## config.mk

```make
export PLATFORM = sky130hd
export DESIGN_NAME = double_ended_queue
export DESIGN_NICKNAME = d
export VERILOG_FILES = /design/src/rtl/deq_pkg.sv /design/src/rtl/double_ended_queue.sv /design/src/rtl/deq_cell.sv
export SDC_FILE = /design/constraint.sdc
export NUM_CORES = 1
export LEC_CHECK = 0
export BUFFER_PORTS_ARGS = -buffer_cell sky130_fd_sc_hd__buf_2
export CAP_MARGIN = 20
export CORE_ASPECT_RATIO = 1.2
export CORE_MARGIN = 1.5
export CORE_UTILIZATION = 50
export CTS_CLUSTER_SIZE = 30
export DETAILED_ROUTE_END_ITERATION = 8
export GPL_ROUTABILITY_DRIVEN = 0
export PLACE_DENSITY = 0.66
export REMOVE_ABC_BUFFERS = 1
export SLEW_MARGIN = 20
export SYNTH_ARGS = -nofsm -noshare
export SYNTH_HDL_FRONTEND = slang
export SYNTH_SLANG_ARGS = --single-unit
```

## constraint.sdc

```tcl
create_clock -name clk -period 5.5 [get_ports clk]
set_input_delay 0.55 -clock clk [delete_from_list [all_inputs] [get_ports clk]]
set_output_delay 0.55 -clock clk [all_outputs]
set_load 0.03 [all_outputs]
```

## src/rtl/deq_pkg.sv

```systemverilog
`timescale 1ns / 1ps

package deq_pkg;

    localparam int DEPTH      = 16;
    localparam int DATA_WIDTH = 32;
    localparam int COUNT_W    = $clog2(DEPTH + 1);

    typedef enum logic [1:0] {
        REQ_PUSH_BACK  = 2'd0,
        REQ_PUSH_FRONT = 2'd1,
        REQ_POP_FRONT  = 2'd2,
        REQ_POP_BACK   = 2'd3
    } deq_req_type_t;

    typedef enum logic [1:0] {
        ST_OK        = 2'd0,
        ST_OVERFLOW  = 2'd1,
        ST_UNDERFLOW = 2'd2
    } deq_status_t;

    typedef struct packed {
        deq_req_type_t      req_type;
        logic signed [31:0] push_value;
    } deq_req_t;

    typedef struct packed {
        deq_status_t        status;
        logic signed [31:0] popped_value;
        logic [4:0]         fill_level;
    } deq_rsp_t;

    typedef struct packed {
        logic                  valid;
        logic [DATA_WIDTH-1:0] data;
    } deq_cell_t;

    typedef struct packed {
        logic                  push_front;
        logic                  push_back;
        logic                  pop_front;
        logic                  pop_back;
        logic [DATA_WIDTH-1:0] value;
    } deq_cell_op_t;

endpackage

```

## src/rtl/double_ended_queue.sv

```systemverilog
`timescale 1ns / 1ps
// A request accepted at one edge gives its result, with done high, in the next cycle.
// Throughput: one request per cycle; busy is tied low, as every cell updates together.
// The popped value comes from the front cell or from the one cell that marks itself as tail.
// Reset: rst_n clears all cell valid flags, the fill count and done; the queue starts empty.
// The receiver cannot stall: each result is shown for exactly one cycle.

module double_ended_queue (
    input  logic              clk,
    input  logic              rst_n,
    input  logic              start,
    output logic              busy,
    input  deq_pkg::deq_req_t req,
    output logic              done,
    output deq_pkg::deq_rsp_t rsp
);

    localparam int DEPTH   = deq_pkg::DEPTH;
    localparam int DW      = deq_pkg::DATA_WIDTH;
    localparam int COUNT_W = deq_pkg::COUNT_W;

    deq_pkg::deq_cell_t    cell_state [DEPTH];
    deq_pkg::deq_cell_t    cell_left  [DEPTH];
    deq_pkg::deq_cell_t    cell_right [DEPTH];
    logic [DW-1:0]         cell_tail  [DEPTH];
    deq_pkg::deq_cell_op_t op;

    logic [COUNT_W-1:0] count_reg;
    logic [COUNT_W-1:0] count_next;
    logic               done_reg;
    deq_pkg::deq_rsp_t  rsp_reg;
    deq_pkg::deq_rsp_t  rsp_next;

    logic          fire;
    logic          full;
    logic          empty;
    logic [DW-1:0] tail_or;
    logic [DW-1:0] push_data;

    assign busy      = 1'b0;
    assign fire      = start && !busy;
    assign full      = (count_reg == COUNT_W'(DEPTH));
    assign empty     = (count_reg == '0);
    assign push_data = DW'($unsigned(req.push_value));

    always_comb
    begin
        op.push_front = fire && (req.req_type == deq_pkg::REQ_PUSH_FRONT) && !full;
        op.push_back  = fire && (req.req_type == deq_pkg::REQ_PUSH_BACK) && !full;
        op.pop_front  = fire && (req.req_type == deq_pkg::REQ_POP_FRONT) && !empty;
        op.pop_back   = fire && (req.req_type == deq_pkg::REQ_POP_BACK) && !empty;
        op.value      = push_data;
    end

    genvar gi;
    generate
        for (gi = 0; gi < DEPTH; gi++)
        begin : g_cell
            if (gi == 0)
            begin : g_head
                assign cell_left[gi] = '{valid: 1'b1, data: push_data};
            end
            else
            begin : g_mid_left
                assign cell_left[gi] = cell_state[gi-1];
            end
            if (gi == DEPTH - 1)
            begin : g_last
                assign cell_right[gi] = '{valid: 1'b0, data: '0};
            end
            else
            begin : g_mid_right
                assign cell_right[gi] = cell_state[gi+1];
            end
            deq_cell u_cell (
                .clk       (clk),
                .rst_n     (rst_n),
                .op        (op),
                .left      (cell_left[gi]),
                .right     (cell_right[gi]),
                .state     (cell_state[gi]),
                .tail_data (cell_tail[gi])
            );
        end
    endgenerate

    always_comb
    begin
        tail_or = '0;
        for (int i = 0; i < DEPTH; i++)
        begin
            tail_or = tail_or | cell_tail[i];
        end
    end

    always_comb
    begin
        count_next            = count_reg;
        rsp_next.status       = deq_pkg::ST_OK;
        rsp_next.popped_value = '0;
        unique case (req.req_type)
            deq_pkg::REQ_PUSH_BACK,
            deq_pkg::REQ_PUSH_FRONT:
            begin
                if (full)
                begin
                    rsp_next.status = deq_pkg::ST_OVERFLOW;
                end
                else
                begin
                    count_next = count_reg + COUNT_W'(1);
                end
            end
            deq_pkg::REQ_POP_FRONT:
            begin
                if (empty)
                begin
                    rsp_next.status = deq_pkg::ST_UNDERFLOW;
                end
                else
                begin
                    count_next            = count_reg - COUNT_W'(1);
                    rsp_next.popped_value = 32'(cell_state[0].data);
                end
            end
            deq_pkg::REQ_POP_BACK:
            begin
                if (empty)
                begin
                    rsp_next.status = deq_pkg::ST_UNDERFLOW;
                end
                else
                begin
                    count_next            = count_reg - COUNT_W'(1);
                    rsp_next.popped_value = 32'(tail_or);
                end
            end
        endcase
        rsp_next.fill_level = 5'(count_next);
    end

    always_ff @(posedge clk or negedge rst_n)
    begin
        if (!rst_n)
        begin
            count_reg <= '0;
            done_reg  <= 1'b0;
        end
        else
        begin
            done_reg <= fire;
            if (fire)
            begin
                count_reg <= count_next;
            end
        end
    end

    always_ff @(posedge clk)
    begin
        if (fire)
        begin
            rsp_reg <= rsp_next;
        end
    end

    assign done = done_reg;
    assign rsp  = rsp_reg;

endmodule

```

## src/rtl/deq_cell.sv

```systemverilog
`timescale 1ns / 1ps

module deq_cell (
    input  logic                           clk,
    input  logic                           rst_n,
    input  deq_pkg::deq_cell_op_t          op,
    input  deq_pkg::deq_cell_t             left,
    input  deq_pkg::deq_cell_t             right,
    output deq_pkg::deq_cell_t             state,
    output logic [deq_pkg::DATA_WIDTH-1:0] tail_data
);

    logic                           valid_reg;
    logic                           valid_next;
    logic [deq_pkg::DATA_WIDTH-1:0] data_reg;
    logic [deq_pkg::DATA_WIDTH-1:0] data_next;
    logic                           is_tail;

    assign is_tail = valid_reg && !right.valid;

    always_comb
    begin
        valid_next = valid_reg;
        data_next  = data_reg;
        if (op.push_front)
        begin
            // shift away from the front
            valid_next = left.valid;
            data_next  = left.data;
        end
        else if (op.pop_front)
        begin
            // shift towards the front
            valid_next = right.valid;
            data_next  = right.data;
        end
        else if (op.push_back)
        begin
            if (!valid_reg && left.valid)
            begin
                valid_next = 1'b1;
                data_next  = op.value;
            end
        end
        else if (op.pop_back)
        begin
            if (is_tail)
            begin
                valid_next = 1'b0;
            end
        end
    end

    always_ff @(posedge clk or negedge rst_n)
    begin
        if (!rst_n)
        begin
            valid_reg <= 1'b0;
        end
        else
        begin
            valid_reg <= valid_next;
        end
    end

    always_ff @(posedge clk)
    begin
        data_reg <= data_next;
    end

    assign state.valid = valid_reg;
    assign state.data  = data_reg;
    assign tail_data   = is_tail ? data_reg : '0;

endmodule

```

-- Yosys cells after proc, flatten, opt, wreduce, memory -nomap -nowiden
Index checks and enable logic that the tools add are counted.
- add/sub/neg operators: 2
- bitwise operators: 15
- eq/ne operators: 20
- muxes and demuxes: 183
- reduce and logical (&&, ||, !) cells: 108
- operator list (kind ; number):
    32-bit 2-to-1 mux ; 82
    32-bit OR ; 15
    1-bit 2-to-1 mux ; 95
    32-bit one-hot mux with 2 select lines ; 1
    4-bit nonzero test ; 16
    4-bit by 2-bit != test with 1-bit output (second input constant) ; 14
    3-bit nonzero test ; 16
    3-bit AND reduction ; 14
    2-bit AND reduction ; 18
    1-bit logical AND ; 23
    1-bit zero test ; 17
    5-bit 2-to-1 mux ; 2
    5-bit one-hot mux with 2 select lines ; 1
    5-bit by 1-bit adder with 5-bit output (second input constant) ; 1
    5-bit equality test (second input constant) ; 1
    5-bit zero test ; 1
    5-bit by 1-bit subtractor with 5-bit output (second input constant) ; 1
    2-bit equality test (second input constant) ; 2
    4-bit by 3-bit != test with 1-bit output (second input constant) ; 1
    2-bit one-hot mux with 2 select lines ; 1
    2-bit OR reduction ; 2
    3-bit by 1-bit != test with 1-bit output (second input constant) ; 1
    2-bit by 1-bit equality test with 1-bit output (second input constant) ; 1
    2-bit zero test ; 1
    2-bit 2-to-1 mux ; 1
- word-level logic and storage cells: 365
- register bits: 573
- output and inout bits: 41

-- Logic depth before layout (Yosys ltp)
- depth after elaboration: 20
- mapped depth: 13
- mapped depth without buffers: 6

-- By module
A second synthesis with hierarchy kept.
- cell total of the unflattened synthesis: 3284
- area, all modules: 34962.3 sq um
- by module, submodules not included (module ; times used ; area an instance (sq um) ; cells an instance):
    deq_cell ; 16 ; 1991.9 ; 186
    double_ended_queue ; 1 ; 3091.7 ; 308

-- Least setup slack after synthesis
Ideal clock, no wire load.
- kind: reg2reg
- start: register count_reg[0]
- end: register g_cell[13].u_cell.data_reg[0] (netlist bit) (enable)
- data required time: 5.030 ns
- period minus slack after synthesis: 4.346 ns
- arrival: 3.876 ns
- library setup time: 0.470 ns
- stages on the path, launching flop included: 8
- setup slack: 1.154 ns
- path through: dfrtp_1 clkbuf_1 inv_1 ha_1 nor4bb_1 nor2_1 nand3_1 o31ai_1
- longest elaborated chain between the ends: 5
- elaborated cells on any way between the ends: 10
- classes of those cells: 1 x eq/ne; 9 x reduce/logical
- ends and longest elaborated chain (element ; RTL line ; source):
    start, declared ; double_ended_queue.sv:28 ; logic [COUNT_W-1:0] count_reg;
    start signal, assigned ; double_ended_queue.sv:154 ; count_reg <= count_next;
    5-bit equality test / 5-bit zero test (equally long branches) ; double_ended_queue.sv:42, double_ended_queue.sv:43 ;
    1-bit zero test (on tied branches) ; double_ended_queue.sv:48, double_ended_queue.sv:49, double_ended_queue.sv:50 ;
    1-bit logical AND (on tied branches) ; double_ended_queue.sv:48, double_ended_queue.sv:49, double_ended_queue.sv:50 ;
    3-bit nonzero test (no source line) ; - ;
    2-bit AND reduction (no source line) * ; - ;
    end signal, assigned ; deq_cell.sv:68 ; data_reg <= data_next;
    end, declared ; deq_cell.sv:15 ; logic [deq_pkg::DATA_WIDTH-1:0] data_reg;
Every way passes the cells marked *; elsewhere a longest branch is shown, timed or not.
A chain may end at the register's enable or synchronous reset.

-- Worst setup path after layout
- start: register count_reg[0]
- end: register g_cell[0].u_cell.data_reg[30] (netlist bit) (data pin)
- longest elaborated chain between the ends: 5
- elaborated cells on any way between the ends: 8
- classes of those cells: 1 x eq/ne; 2 x mux; 5 x reduce/logical
- ends and longest elaborated chain (element ; RTL line ; source):
    5-bit zero test ; double_ended_queue.sv:43 ; assign empty = (count_reg == '0);
    1-bit zero test ; double_ended_queue.sv:50 ; op.pop_front = fire && (req.req_type == deq_pkg::REQ_POP_FRONT) && !empty;
    1-bit logical AND ; double_ended_queue.sv:50 ;
    32-bit 2-to-1 mux ; deq_cell.sv:31 ; else if (op.pop_front)
    32-bit 2-to-1 mux * ; deq_cell.sv:25 ; if (op.push_front)
    net g_cell[0].u_cell.data_next, one bit ; deq_cell.sv:16 ; logic [deq_pkg::DATA_WIDTH-1:0] data_next;
    end signal, assigned ; deq_cell.sv:68 ;
    end, declared ; deq_cell.sv:15 ;
Mark *: on every way through the listed nets, which the timed path passes. The rest lies on a longest branch.

==> impl_metrics.yaml <==
yosys:
  yosysMostFrequentCell: "edfxtp_1"
  synthArstFlopShare: 0.0384
  synth_area_leaders: "edfxtp_1 (59%), a221o_1 (16%), a22oi_1 (3.0%)"
  dominantRegCellSynth: "edfxtp_1"
  seq_area_frac_synth: 0.606
  synth.distinct_cells: 59
  netlist_instances: 2044
  synth_edf_count: 551
  syn_area_mm2: 0.0282
  syn_area_per_cell_um2: 13.8
  yosysTopAreaCell: "edfxtp_1"
  ys.warnings.count: 0
  yosysTopAreaCellShare: 0.587
  synth-seq-cells: 573
  synthTopCellsByCount: "edfxtp_1 (551), a221o_1 (448), clkbuf_1 (166)"
pwr:
  peakVddDrop_mv: 0.347
  p_per_area_mw_per_mm2: 467
  power.leakage_nw: 10.6
  power_w: 0.0145
timing:
  slew_headroom: 0.199
  period_minus_slack_ps: 4010
  skew_ps: 24.2
  max_freq_mhz: 249
  finalHoldViolations: 0
  tightest_slew_ps: 1200
  drv_slew: 0
  setup_viol: 0
  rsz0062_at_grt: "no"
  period_share: 0.730
detailed_routing:
  via_count: 22066
  firstDrtPassIters: 6
  avgViaCountPerCell: 7.95
  drt_iter0_markers: 3672
  drt-wirelength-per-cell_um: 35.3
  remaining_drc_errors: 0
  drt-total-wl_mm: 97.9
  ant_nets: 0
outcome:
  status: "completed"
place:
  portBuffers: 76
  dpl-instance-area_mm2: 0.0292
  post-place-cells: 2663
  hpwl_mm: 53.0
final_layout:
  largest_reg_flops: 512
  synthToLayoutAreaGrowth_pct: 10.2
  fin_area_mm2: 0.0311
  drive_above_1_share: 0.166
  instances_no_fill: 2774
  fin_util: 0.556
  final_nets: 2037
run:
  maxCapViolations: 0
clocking:
  cts_max_level: 2
  path_clk_slew_ps: 70
  cts_resized: 0
  cts.path.max_buffers: 3
  clock-sinks: 573
  cts_tree: "done"
  numCtsBuffers: 57
  cts_setup_buffers: 0
  clock_latency_ps: 640
  root_buffer: "clkbuf_16"
floorplanning:
  dieHeight_um: 263
  start_util: 0.505
  num_rows: 95
  die_w_um: 220
  io_pins: 78
  die_area_mm2: 0.0578
  core_mm2: 0.0559
setup_path:
  crit_start: "count_reg[0]"
  cp_data_required_time_ps: 5870
  crit_path_start_kind: "register"
  crit_type: "reg2reg"
  timing.rr.start: "count_reg[0]"
  crit_path_end_kind: "register"
  arrival_ps: 4380
  worst-path-max-fanout: 105
grt:
  grt.total_usage: 0.332
  grt_max_degree: 196
  antenna_found_initial: 2
  grt_overflow: 0
  grt_pass1_wl_mm: 142
  grt_pass1_vias: 20939
worst_hold_path:
  hp-class: "in2reg"
  hold_path_startpoint: "req[4]"
## report_power, final
part | internal, W | switching, W
sequential | 0.00557 | 0.000591
combinational | 0.00142 | 0.00310
clock | 0.00205 | 0.00177
## metrics by stage
step                      TNS (ps)  setup WS (ps)  hold WS, ps
final                            0           1490          248
after global routing             0           1320          241
after CTS                        0           1470          231
after detailed placement         0           1330          563
after global placement           0           1420          562
after floorplan           -2752980          -5710          254
## cell families after synthesis
group | Yosys count | synth area share
AOI/OAI and AO/OA | 891 | 0.276
buffers and inverters | 268 | 0.0448
xor gates and xnor gates | 2 | 0.000622
muxes | 35 | 0.0140
and+or+nand+nor | 272 | 0.0574
adders and majority gates | 2 | 0.000888
DFF | 573 | 0.606
other | 1 | 0.000133
## cells in the final DEF (no fill, tap or decap), types with 23 or more instances in the layout
cell	n
edfxtp_1	551
a221o_1	448
a22oi_1	113
nand2_1	77
buf_2	75
and3b_1	69
buf_4	60
clkbuf_16	57
a21oi_1	44
a2111oi_0	39
mux2_2	35
a21o_1	33
o21ai_0	29
a221oi_1	27
o22ai_1	23
a22o_1	23
## area by class of cell
class / instances / area (um2)
fill: 4462 / 24800
tap: 727 / 910
multi-input combinational: 1203 / 10100
inverter: 15 / 56.3
clock inverter: 39 / 304
sequential: 573 / 17100
timing repair buffer: 148 / 1070
antenna: 1 / 2.50
clock buffer: 68 / 1470
## routing by layer
layer | global-route usage | vias to the layer above | wire [um]
met5 | 0 | - | 0
met1 | 0.459 | 11021 | 35600
met3 | 0.0809 | 327 | 13200
li1 | - | 8834 | -
met4 | 0.153 | 0 | 4880
met2 | 0.494 | 1884 | 44200
## worst paths after layout
kind	end	slack (ps)	cells after the start
min in group asynchronous	g_cell[6].u_cell.valid_reg	460	2
max in group asynchronous	g_cell[15].u_cell.valid_reg	4630	2
setup reg to reg	g_cell[0].u_cell.data_reg[30]	1490	7
setup / recovery	g_cell[0].u_cell.data_reg[30]	1490	7
hold / removal	g_cell[0].u_cell.data_reg[4]	250	2
hold reg to reg	g_cell[15].u_cell.data_reg[4]	580	1
## critical path: stages, from the launching register on
cell and delay (ps):
dfrtp_1 500, inv_1 80, ha_1 270, or4b_1 630, and2_4 790, and3_4 550
buf_12 410, mux2_2 400
## what timing repair did
action	in CTS	in global routing
hold buffers	1	0
hold endpoints to repair	22	0
setup endpoints to repair	0	0
Note: power is estimated with default switching activity, not from simulation.
